### config.mk
export PLATFORM = sky130hd
export DESIGN_NAME = start_time_ordered_task_queue_flat
export DESIGN_NICKNAME = d
export VERILOG_FILES = /design/src/rtl/core/stq_pkg.sv /design/src/rtl/core/stq_ifs.sv /design/src/rtl/core/start_time_ordered_task_queue.sv /design/src/flat_wrapper.sv
export SDC_FILE = /design/constraint.sdc
export NUM_CORES = 2
export LEC_CHECK = 0
export ABC_AREA = 1
export BUFFER_PORTS_ARGS = -buffer_cell sky130_fd_sc_hd__clkbuf_2
export CORE_UTILIZATION = 45
export DETAILED_ROUTE_END_ITERATION = 6
export HOLD_SLACK_MARGIN = 0.12
export PLACE_DENSITY_LB_ADDON = 0.25
export SLEW_MARGIN = 20
export SYNTH_ARGS = -nofsm -noshare
export SYNTH_HDL_FRONTEND = slang
export SYNTH_SLANG_ARGS = --single-unit
### constraint.sdc
create_clock -name clk -period 6.78 [get_ports clk]
set_clock_uncertainty 0.1 [all_clocks]
set_input_delay 2.034 -clock clk [delete_from_list [all_inputs] [get_ports clk]]
set_output_delay 2.034 -clock clk [all_outputs]
set_load 0.01 [all_outputs]
### src/rtl/core/stq_pkg.sv
// shared types and codes of the start-time ordered task queue
package stq_pkg;

  localparam int CAPACITY  = 16;
  localparam int TIME_BITS = 32;
  localparam int IDX_W     = (CAPACITY > 1) ? $clog2(CAPACITY) : 1;
  localparam int CNT_W     = $clog2(CAPACITY + 1);

  localparam logic [1:0] OP_INSERT   = 2'd0;
  localparam logic [1:0] OP_DISPATCH = 2'd1;
  localparam logic [1:0] OP_CLEAR    = 2'd2;

  localparam logic [2:0] ST_EMIT     = 3'd0;
  localparam logic [2:0] ST_INSERTED = 3'd1;
  localparam logic [2:0] ST_FULL     = 3'd2;
  localparam logic [2:0] ST_EMPTY    = 3'd3;
  localparam logic [2:0] ST_CLEARED  = 3'd4;

  typedef struct packed {
    logic [TIME_BITS-1:0] start;
    logic [7:0]           task_id;
    logic [31:0]          param;
  } entry_t;

endpackage

### src/rtl/core/stq_ifs.sv
// handshake interfaces of the queue's request and result channels
interface stq_in_if;
  logic               valid;
  logic               ready;
  logic [1:0]         op;
  logic [31:0]        start_time;
  logic [7:0]         task_id;
  logic signed [31:0] task_param;

  modport source (output valid, output op, output start_time, output task_id,
                  output task_param, input ready);
  modport sink   (input valid, input op, input start_time, input task_id,
                  input task_param, output ready);
endinterface

interface stq_out_if;
  logic               valid;
  logic               ready;
  logic [2:0]         status;
  logic [7:0]         out_task_id;
  logic signed [31:0] out_param;
  logic [31:0]        out_start;
  logic               last;

  modport source (output valid, output status, output out_task_id, output out_param,
                  output out_start, output last, input ready);
  modport sink   (input valid, input status, input out_task_id, input out_param,
                  input out_start, input last, output ready);
endinterface

### src/rtl/core/start_time_ordered_task_queue.sv
// sorted task queue: entry memory, one shared start-time comparator and a small sequencer
// clear, full and empty-dispatch words and an insert into an empty queue come out in the
//   cycle after accept; other inserts move each entry with a later start time up one slot
// dispatch: one entry per cycle after the first registered read, while out is ready
// one request at a time; the single comparator and the one-port-each memory set the pace
// reset: synchronous, active low; empties the queue and the output, entries are not cleared
module start_time_ordered_task_queue (
  input  logic       clk,
  input  logic       rst_n,
  stq_in_if.sink     in_ch,
  stq_out_if.source  out_ch
);

  localparam logic [1:0] S_IDLE = 2'd0;
  localparam logic [1:0] S_INS  = 2'd1;
  localparam logic [1:0] S_PUT  = 2'd2;
  localparam logic [1:0] S_DSP  = 2'd3;

  logic [1:0]                 state_r, state_nxt;
  logic [stq_pkg::CNT_W-1:0]  count_r, count_nxt;
  logic [stq_pkg::IDX_W-1:0]  idx_r, idx_nxt;
  stq_pkg::entry_t            new_r, new_nxt;

  stq_pkg::entry_t            entry_mem_r [stq_pkg::CAPACITY];
  stq_pkg::entry_t            rd_data_r;
  logic                       wr_en, rd_en;
  logic [stq_pkg::IDX_W-1:0]  wr_addr, rd_addr;
  stq_pkg::entry_t            wr_data;

  logic                       ovalid_r, ovalid_nxt;
  logic [2:0]                 ostatus_r, ostatus_nxt;
  logic [7:0]                 otask_r, otask_nxt;
  logic [31:0]                oparam_r, oparam_nxt;
  logic [31:0]                ostart_r, ostart_nxt;
  logic                       olast_r, olast_nxt;

  logic                       out_free, accept, later;
  logic                       res_load, res_last;
  logic [2:0]                 res_status;
  stq_pkg::entry_t            res_entry, in_entry;

  assign out_free = !ovalid_r || out_ch.ready;
  assign in_ch.ready = (state_r == S_IDLE) && out_free;
  assign accept = in_ch.valid && in_ch.ready;

  assign in_entry.start   = stq_pkg::TIME_BITS'(in_ch.start_time);
  assign in_entry.task_id = in_ch.task_id;
  assign in_entry.param   = in_ch.task_param;

  // the shared comparator: stored entry against the key being inserted
  assign later = rd_data_r.start > new_r.start;

  always_comb begin
    state_nxt  = state_r;
    count_nxt  = count_r;
    idx_nxt    = idx_r;
    new_nxt    = new_r;
    wr_en      = 1'b0;
    wr_addr    = idx_r;
    wr_data    = new_r;
    rd_en      = 1'b0;
    rd_addr    = '0;
    res_load   = 1'b0;
    res_status = stq_pkg::ST_EMIT;
    res_entry  = '0;
    res_last   = 1'b1;

    case (state_r)
      S_IDLE: begin
        if (accept) begin
          case (in_ch.op)
            stq_pkg::OP_INSERT: begin
              if (count_r == stq_pkg::CNT_W'(stq_pkg::CAPACITY)) begin
                res_load   = 1'b1;
                res_status = stq_pkg::ST_FULL;
              end else if (count_r == '0) begin
                wr_en      = 1'b1;
                wr_addr    = '0;
                wr_data    = in_entry;
                count_nxt  = count_r + stq_pkg::CNT_W'(1);
                res_load   = 1'b1;
                res_status = stq_pkg::ST_INSERTED;
              end else begin
                // walk down from the top, moving later entries up one slot
                new_nxt   = in_entry;
                idx_nxt   = stq_pkg::IDX_W'(count_r);
                rd_en     = 1'b1;
                rd_addr   = stq_pkg::IDX_W'(count_r - stq_pkg::CNT_W'(1));
                state_nxt = S_INS;
              end
            end
            stq_pkg::OP_DISPATCH: begin
              if (count_r == '0) begin
                res_load   = 1'b1;
                res_status = stq_pkg::ST_EMPTY;
              end else begin
                idx_nxt   = '0;
                rd_en     = 1'b1;
                rd_addr   = '0;
                state_nxt = S_DSP;
              end
            end
            stq_pkg::OP_CLEAR: begin
              count_nxt  = '0;
              res_load   = 1'b1;
              res_status = stq_pkg::ST_CLEARED;
            end
            default: ;
          endcase
        end
      end
      S_INS: begin
        // rd_data_r holds the entry just below idx_r
        wr_en = 1'b1;
        if (later) begin
          wr_data = rd_data_r;
          idx_nxt = idx_r - stq_pkg::IDX_W'(1);
          if (idx_r == stq_pkg::IDX_W'(1)) begin
            state_nxt = S_PUT;
          end else begin
            rd_en   = 1'b1;
            rd_addr = idx_r - stq_pkg::IDX_W'(1) - stq_pkg::IDX_W'(1);
          end
        end else begin
          count_nxt  = count_r + stq_pkg::CNT_W'(1);
          res_load   = 1'b1;
          res_status = stq_pkg::ST_INSERTED;
          state_nxt  = S_IDLE;
        end
      end
      S_PUT: begin
        wr_en      = 1'b1;
        count_nxt  = count_r + stq_pkg::CNT_W'(1);
        res_load   = 1'b1;
        res_status = stq_pkg::ST_INSERTED;
        state_nxt  = S_IDLE;
      end
      S_DSP: begin
        if (out_free) begin
          res_load   = 1'b1;
          res_status = stq_pkg::ST_EMIT;
          res_entry  = rd_data_r;
          res_last   = (stq_pkg::CNT_W'(idx_r) + stq_pkg::CNT_W'(1)) == count_r;
          if (res_last) begin
            state_nxt = S_IDLE;
          end else begin
            idx_nxt = idx_r + stq_pkg::IDX_W'(1);
            rd_en   = 1'b1;
            rd_addr = idx_r + stq_pkg::IDX_W'(1);
          end
        end
      end
      default: state_nxt = S_IDLE;
    endcase
  end

  always_comb begin
    ovalid_nxt  = ovalid_r;
    ostatus_nxt = ostatus_r;
    otask_nxt   = otask_r;
    oparam_nxt  = oparam_r;
    ostart_nxt  = ostart_r;
    olast_nxt   = olast_r;
    if (res_load) begin
      ovalid_nxt  = 1'b1;
      ostatus_nxt = res_status;
      otask_nxt   = res_entry.task_id;
      oparam_nxt  = res_entry.param;
      ostart_nxt  = 32'(res_entry.start);
      olast_nxt   = res_last;
    end else if (out_ch.ready) begin
      ovalid_nxt = 1'b0;
    end
  end

  always_ff @(posedge clk) begin
    if (!rst_n) begin
      state_r  <= S_IDLE;
      count_r  <= '0;
      idx_r    <= '0;
      ovalid_r <= 1'b0;
    end else begin
      state_r  <= state_nxt;
      count_r  <= count_nxt;
      idx_r    <= idx_nxt;
      ovalid_r <= ovalid_nxt;
    end
  end

  always_ff @(posedge clk) begin
    new_r     <= new_nxt;
    ostatus_r <= ostatus_nxt;
    otask_r   <= otask_nxt;
    oparam_r  <= oparam_nxt;
    ostart_r  <= ostart_nxt;
    olast_r   <= olast_nxt;
  end

  // entry memory: one write and one registered read per cycle
  always_ff @(posedge clk) begin
    if (wr_en) begin
      entry_mem_r[wr_addr] <= wr_data;
    end
    if (rd_en) begin
      rd_data_r <= entry_mem_r[rd_addr];
    end
  end

  assign out_ch.valid       = ovalid_r;
  assign out_ch.status      = ostatus_r;
  assign out_ch.out_task_id = otask_r;
  assign out_ch.out_param   = oparam_r;
  assign out_ch.out_start   = ostart_r;
  assign out_ch.last        = olast_r;

endmodule

### src/flat_wrapper.sv
// flat-port wrapper written by rule: the top's interface ports become plain ports
module start_time_ordered_task_queue_flat 
  (clk, rst_n, in_ch_valid, in_ch_op, in_ch_start_time, in_ch_task_id, in_ch_task_param, in_ch_ready, out_ch_valid, out_ch_status, out_ch_out_task_id, out_ch_out_param, out_ch_out_start, out_ch_last, out_ch_ready);
  stq_in_if in_ch_i ();
  stq_out_if out_ch_i ();
  input  logic clk;
  input  logic rst_n;
  input wire logic [$bits(in_ch_i.valid)-1:0] in_ch_valid;
  input wire logic [$bits(in_ch_i.op)-1:0] in_ch_op;
  input wire logic [$bits(in_ch_i.start_time)-1:0] in_ch_start_time;
  input wire logic [$bits(in_ch_i.task_id)-1:0] in_ch_task_id;
  input wire logic [$bits(in_ch_i.task_param)-1:0] in_ch_task_param;
  output wire logic [$bits(in_ch_i.ready)-1:0] in_ch_ready;
  output wire logic [$bits(out_ch_i.valid)-1:0] out_ch_valid;
  output wire logic [$bits(out_ch_i.status)-1:0] out_ch_status;
  output wire logic [$bits(out_ch_i.out_task_id)-1:0] out_ch_out_task_id;
  output wire logic [$bits(out_ch_i.out_param)-1:0] out_ch_out_param;
  output wire logic [$bits(out_ch_i.out_start)-1:0] out_ch_out_start;
  output wire logic [$bits(out_ch_i.last)-1:0] out_ch_last;
  input wire logic [$bits(out_ch_i.ready)-1:0] out_ch_ready;
  assign in_ch_i.valid = in_ch_valid;
  assign in_ch_i.op = in_ch_op;
  assign in_ch_i.start_time = in_ch_start_time;
  assign in_ch_i.task_id = in_ch_task_id;
  assign in_ch_i.task_param = in_ch_task_param;
  assign in_ch_ready = in_ch_i.ready;
  assign out_ch_valid = out_ch_i.valid;
  assign out_ch_status = out_ch_i.status;
  assign out_ch_out_task_id = out_ch_i.out_task_id;
  assign out_ch_out_param = out_ch_i.out_param;
  assign out_ch_out_start = out_ch_i.out_start;
  assign out_ch_last = out_ch_i.last;
  assign out_ch_i.ready = out_ch_ready;
  start_time_ordered_task_queue u_core (.clk(clk), .rst_n(rst_n), .in_ch(in_ch_i), .out_ch(out_ch_i));
endmodule
==> flow_metrics.py <==
metrics = {
    "sta": {
        "hold_viol": 0,
        "rsz0062_at_grt": "no",
        "tns_ns": 0,
        "holdWs_ns": 0.4319,
        "finalSetupViolCount": 0,
        "slew-limit-headroom": 0.2309,
        "max_freq_mhz": 188.6,
        "timing.final.crit_share": 0.7820,
        "slew_violations": 0,
        "finalCriticalPeriod_ns": 5.302,
        "tightest_slew_ns": 1.154,
    },
    "detailed_routing": {
        "totalWireLength_um": 176000,
        "vias": 42850,
        "drt_iter0_drc": 4799,
        "firstDrtPassIters": 5,
        "ant_nets": 0,
        "post_drt_wl_per_cell_um": 23.17,
        "drc_errors": 0,
        "viasPerCell": 5.642,
    },
    "clock_tree": {
        "ctsResizeCount": 0,
        "cts_setup_buffers": 0,
        "clk_pin_slew_ns": 0.06,
        "clock_path_buffers": 3,
        "root_buffer": "clkbuf_16",
        "cts_tree": "built",
        "clkLatencyLatePin_ns": 0.78,
        "ctsHoldBuffers": 0,
        "numCtsBuffers": 147,
        "clock_sinks": 1384,
        "htreeDepth": 4,
    },
    "min_path": {
        "min_to": "u_core.count_r[0]$_SDFFE_PN0P_",
        "holdPathStages": 2,
        "min_from": "u_core.count_r[0]$_SDFFE_PN0P_",
        "worst_hold_path_type": "register to register",
    },
    "floorplanning": {
        "die_w_um": 373.0,
        "io_pins": 156,
        "start_util": 0.4554,
        "die_y_um": 373.0,
        "core_area_um2": 136000,
        "die_area_um2": 139100,
        "rows": 135,
    },
    "cells_and_area": {
        "fin_nets": 5808,
        "area_growth_pct": 12.63,
        "final_cell_area_um2": 69750,
        "post-route-util": 0.5130,
        "mostFrequentLayoutCells": "nand3_1, edfxtp_1, inv_1",
        "final_common_cell": "nand3_1",
        "final_cells": 7595,
        "drive_gt1_frac": 0.09756,
    },
    "worst_setup_path": {
        "r2r_setup_slack_ns": 1.48,
        "critPathSlowestCell": "nand2_8",
        "cp_max_fo": 127,
        "critPathKind": "register to register",
        "cp.required_ns": 7.21,
        "timing.rr.start": "u_core.rd_data_r[71]$_DFFE_PP_",
        "crit_path_cell_trace": "ha_1 > nand2_1 > nor3_1 > and3_1 > nand2_1 > nand2_1 > nand4_1 > nand2_8 > buf_12 > nand3_1 > nand3_1 > nand3_1 > nand3_1 > nand2_1",
        "path_buf_inv": 1,
        "end_kind": "register",
        "rr_endpoint": "u_core.rd_data_r[35]$_DFFE_PP_",
        "arrival_ns": 5.73,
        "startpoint_type": "register",
        "cpLargestDelayFamily": "simple AND/OR/NAND/NOR gates",
        "reg2reg_depth": 14,
        "slowest_delay_ns": 0.90,
    },
    "synth": {
        "async_flop_share": 0,
        "syn_avg_cell_area_um2": 11.06,
        "yosysSeqAreaShare": 0.6692,
        "syn_nets": 5719,
        "ys_ff_latch": 1384,
        "synth-edff-count": 1372,
        "netlist_area_um2": 61930,
        "syn_inst": 5599,
        "ys.flop_type": "edfxtp_1",
        "ys_types": 39,
        "ys_warn_count": 0,
    },
    "placed_design": {
        "port_buffers": 155,
        "dp_hpwl_um": 89310,
        "place_inst": 7319,
        "placed_cell_area_um2": 64930,
        "gp_congestion": 0.8264,
    },
    "grt": {
        "antenna_found_initial": 3,
        "grt_max_degree": 145,
        "grt_usage": 0.2488,
        "grt_pass1_wl_um": 262300,
        "grt_pass1_vias": 40210,
        "grt_overflow": 0,
    },
    "job": {
        "cap_violations": 0,
    },
    "power_and_ir_drop": {
        "peakVddDrop_uv": 415.2,
        "p_leak_nw": 27.64,
        "p_per_area_nw_per_um2": 466.1,
    },
    "status": {
        "status": "finished clean",
    },
}
registers in the layout, summed over array words and instances, names as in the netlist, 2 cells and up:
name	count
u_core.out_ch.out_param	32
u_core.out_ch.status	3
u_core.entry_mem_r	1152
u_core.out_ch.out_start	32
u_core.idx_r	4
u_core.state_r	2
u_core.new_r	72
u_core.rd_data_r	72
u_core.count_r	5
u_core.out_ch.out_task_id	8
layer usage:
layer	GRT usage	wire, µm	vias up
li1	-	-	19400
met4	0.06042	3145	0
met2	0.3883	80690	1858
met3	0.04272	15260	240
met5	0	0	-
met1	0.3612	76890	21350
cell usage after synthesis (2+ instances only):
master / instances / share of area
edfxtp_1: 1372 / 0.67
nand3_1: 1386 / 0.11
nor2_1: 199 / 0.012
inv_2: 6 / 0.00036
clkbuf_1: 180 / 0.011
a21oi_1: 30 / 0.0024
buf_2: 81 / 0.0065
nand2_2: 4 / 0.00040
nor3_1: 9 / 0.00073
xor2_1: 7 / 0.00099
buf_1: 38 / 0.0023
buf_4: 20 / 0.0024
a21o_1: 2 / 0.00024
buf_6: 43 / 0.0078
nand2_1: 631 / 0.038
nand3b_1: 361 / 0.044
o21ai_1: 2 / 0.00016
nor3b_1: 2 / 0.00024
o21ai_0: 90 / 0.0073
nand4_1: 8 / 0.00081
o21a_1: 2 / 0.00024
o221ai_1: 73 / 0.010
o22ai_1: 3 / 0.00030
inv_1: 978 / 0.059
xnor2_1: 5 / 0.00071
o211ai_1: 2 / 0.00024
ha_1: 42 / 0.0085
dfxtp_1: 12 / 0.0039
how the worst max path moves through the flow:
stage	start	endpoint	slack [ns]	cells past startpoint
2_1_floorplan	out_ch_ready	u_core.entry_mem_r[10][0]$_DFFE_PP_	-0.19	9
3_3_place_gp	in_ch_op[0]	u_core.entry_mem_r[3][53]$_DFFE_PP_	1.14	9
3_5_place_dp	out_ch_ready	u_core.entry_mem_r[3][70]$_DFFE_PP_	1.11	10
4_1_cts	u_core.rd_data_r[71]$_DFFE_PP_	u_core.rd_data_r[33]$_DFFE_PP_	1.38	14
5_1_grt	u_core.rd_data_r[71]$_DFFE_PP_	u_core.rd_data_r[20]$_DFFE_PP_	1.15	14
6_report	u_core.rd_data_r[71]$_DFFE_PP_	u_core.rd_data_r[35]$_DFFE_PP_	1.48	14
worst register-to-register path, cell delays in order, from the launching register on:
cell and delay (ns):
edfxtp_1 0.46, ha_1 0.37, nand2_1 0.12, nor3_1 0.54
and3_1 0.27, nand2_1 0.06, nand2_1 0.11, nand4_1 0.83
nand2_8 0.91, buf_12 0.57, nand3_1 0.24, nand3_1 0.11
nand3_1 0.18, nand3_1 0.14, nand2_1 0.06
cell type report:
class                           instances  area [µm²]
Fill cell                           11730       66220
Sequential cell                      1384       41440
Multi-Input combinational cell       2868       15300
Clock buffer                          187        3935
Inverter                              985        3725
Timing Repair Buffer                  302        2335
Tap cell                             1781        2228
Clock inverter                         86       785.8
Antenna cell                            2       5.005
logic make-up (layout without fill, tap and decap cells):
group | count (synthesis) | after routing | share of synthesized area
AOI/OAI and AO/OA | 210 | 210 | 0.02212
xor gates and xnor gates | 12 | 12 | 0.001697
adders and majority gates | 42 | 42 | 0.008486
buffers and inverters | 1347 | 1560 | 0.08975
DFF | 1384 | 1384 | 0.6692
other | 0 | 2 | 0
and+or+nand+nor | 2604 | 2604 | 0.2088
power breakdown:
group	switching, mW	internal [mW]	total [mW]
sequential	0.442	12.7	13.2
clock	3.37	4.58	7.95
combinational	8.52	2.86	11.4
total	12.3	20.2	32.5
per-stage QoR:
stage | power [mW] | setup slack [ns]
3_3_place_gp | 24.42 | 1.136
2_1_floorplan | 20.07 | -0.1904
6_report | 32.51 | 1.478
5_1_grt | 33.99 | 1.155
3_5_place_dp | 24.61 | 1.111
4_1_cts | 32.54 | 1.375
(Power assumes the default switching activity.)
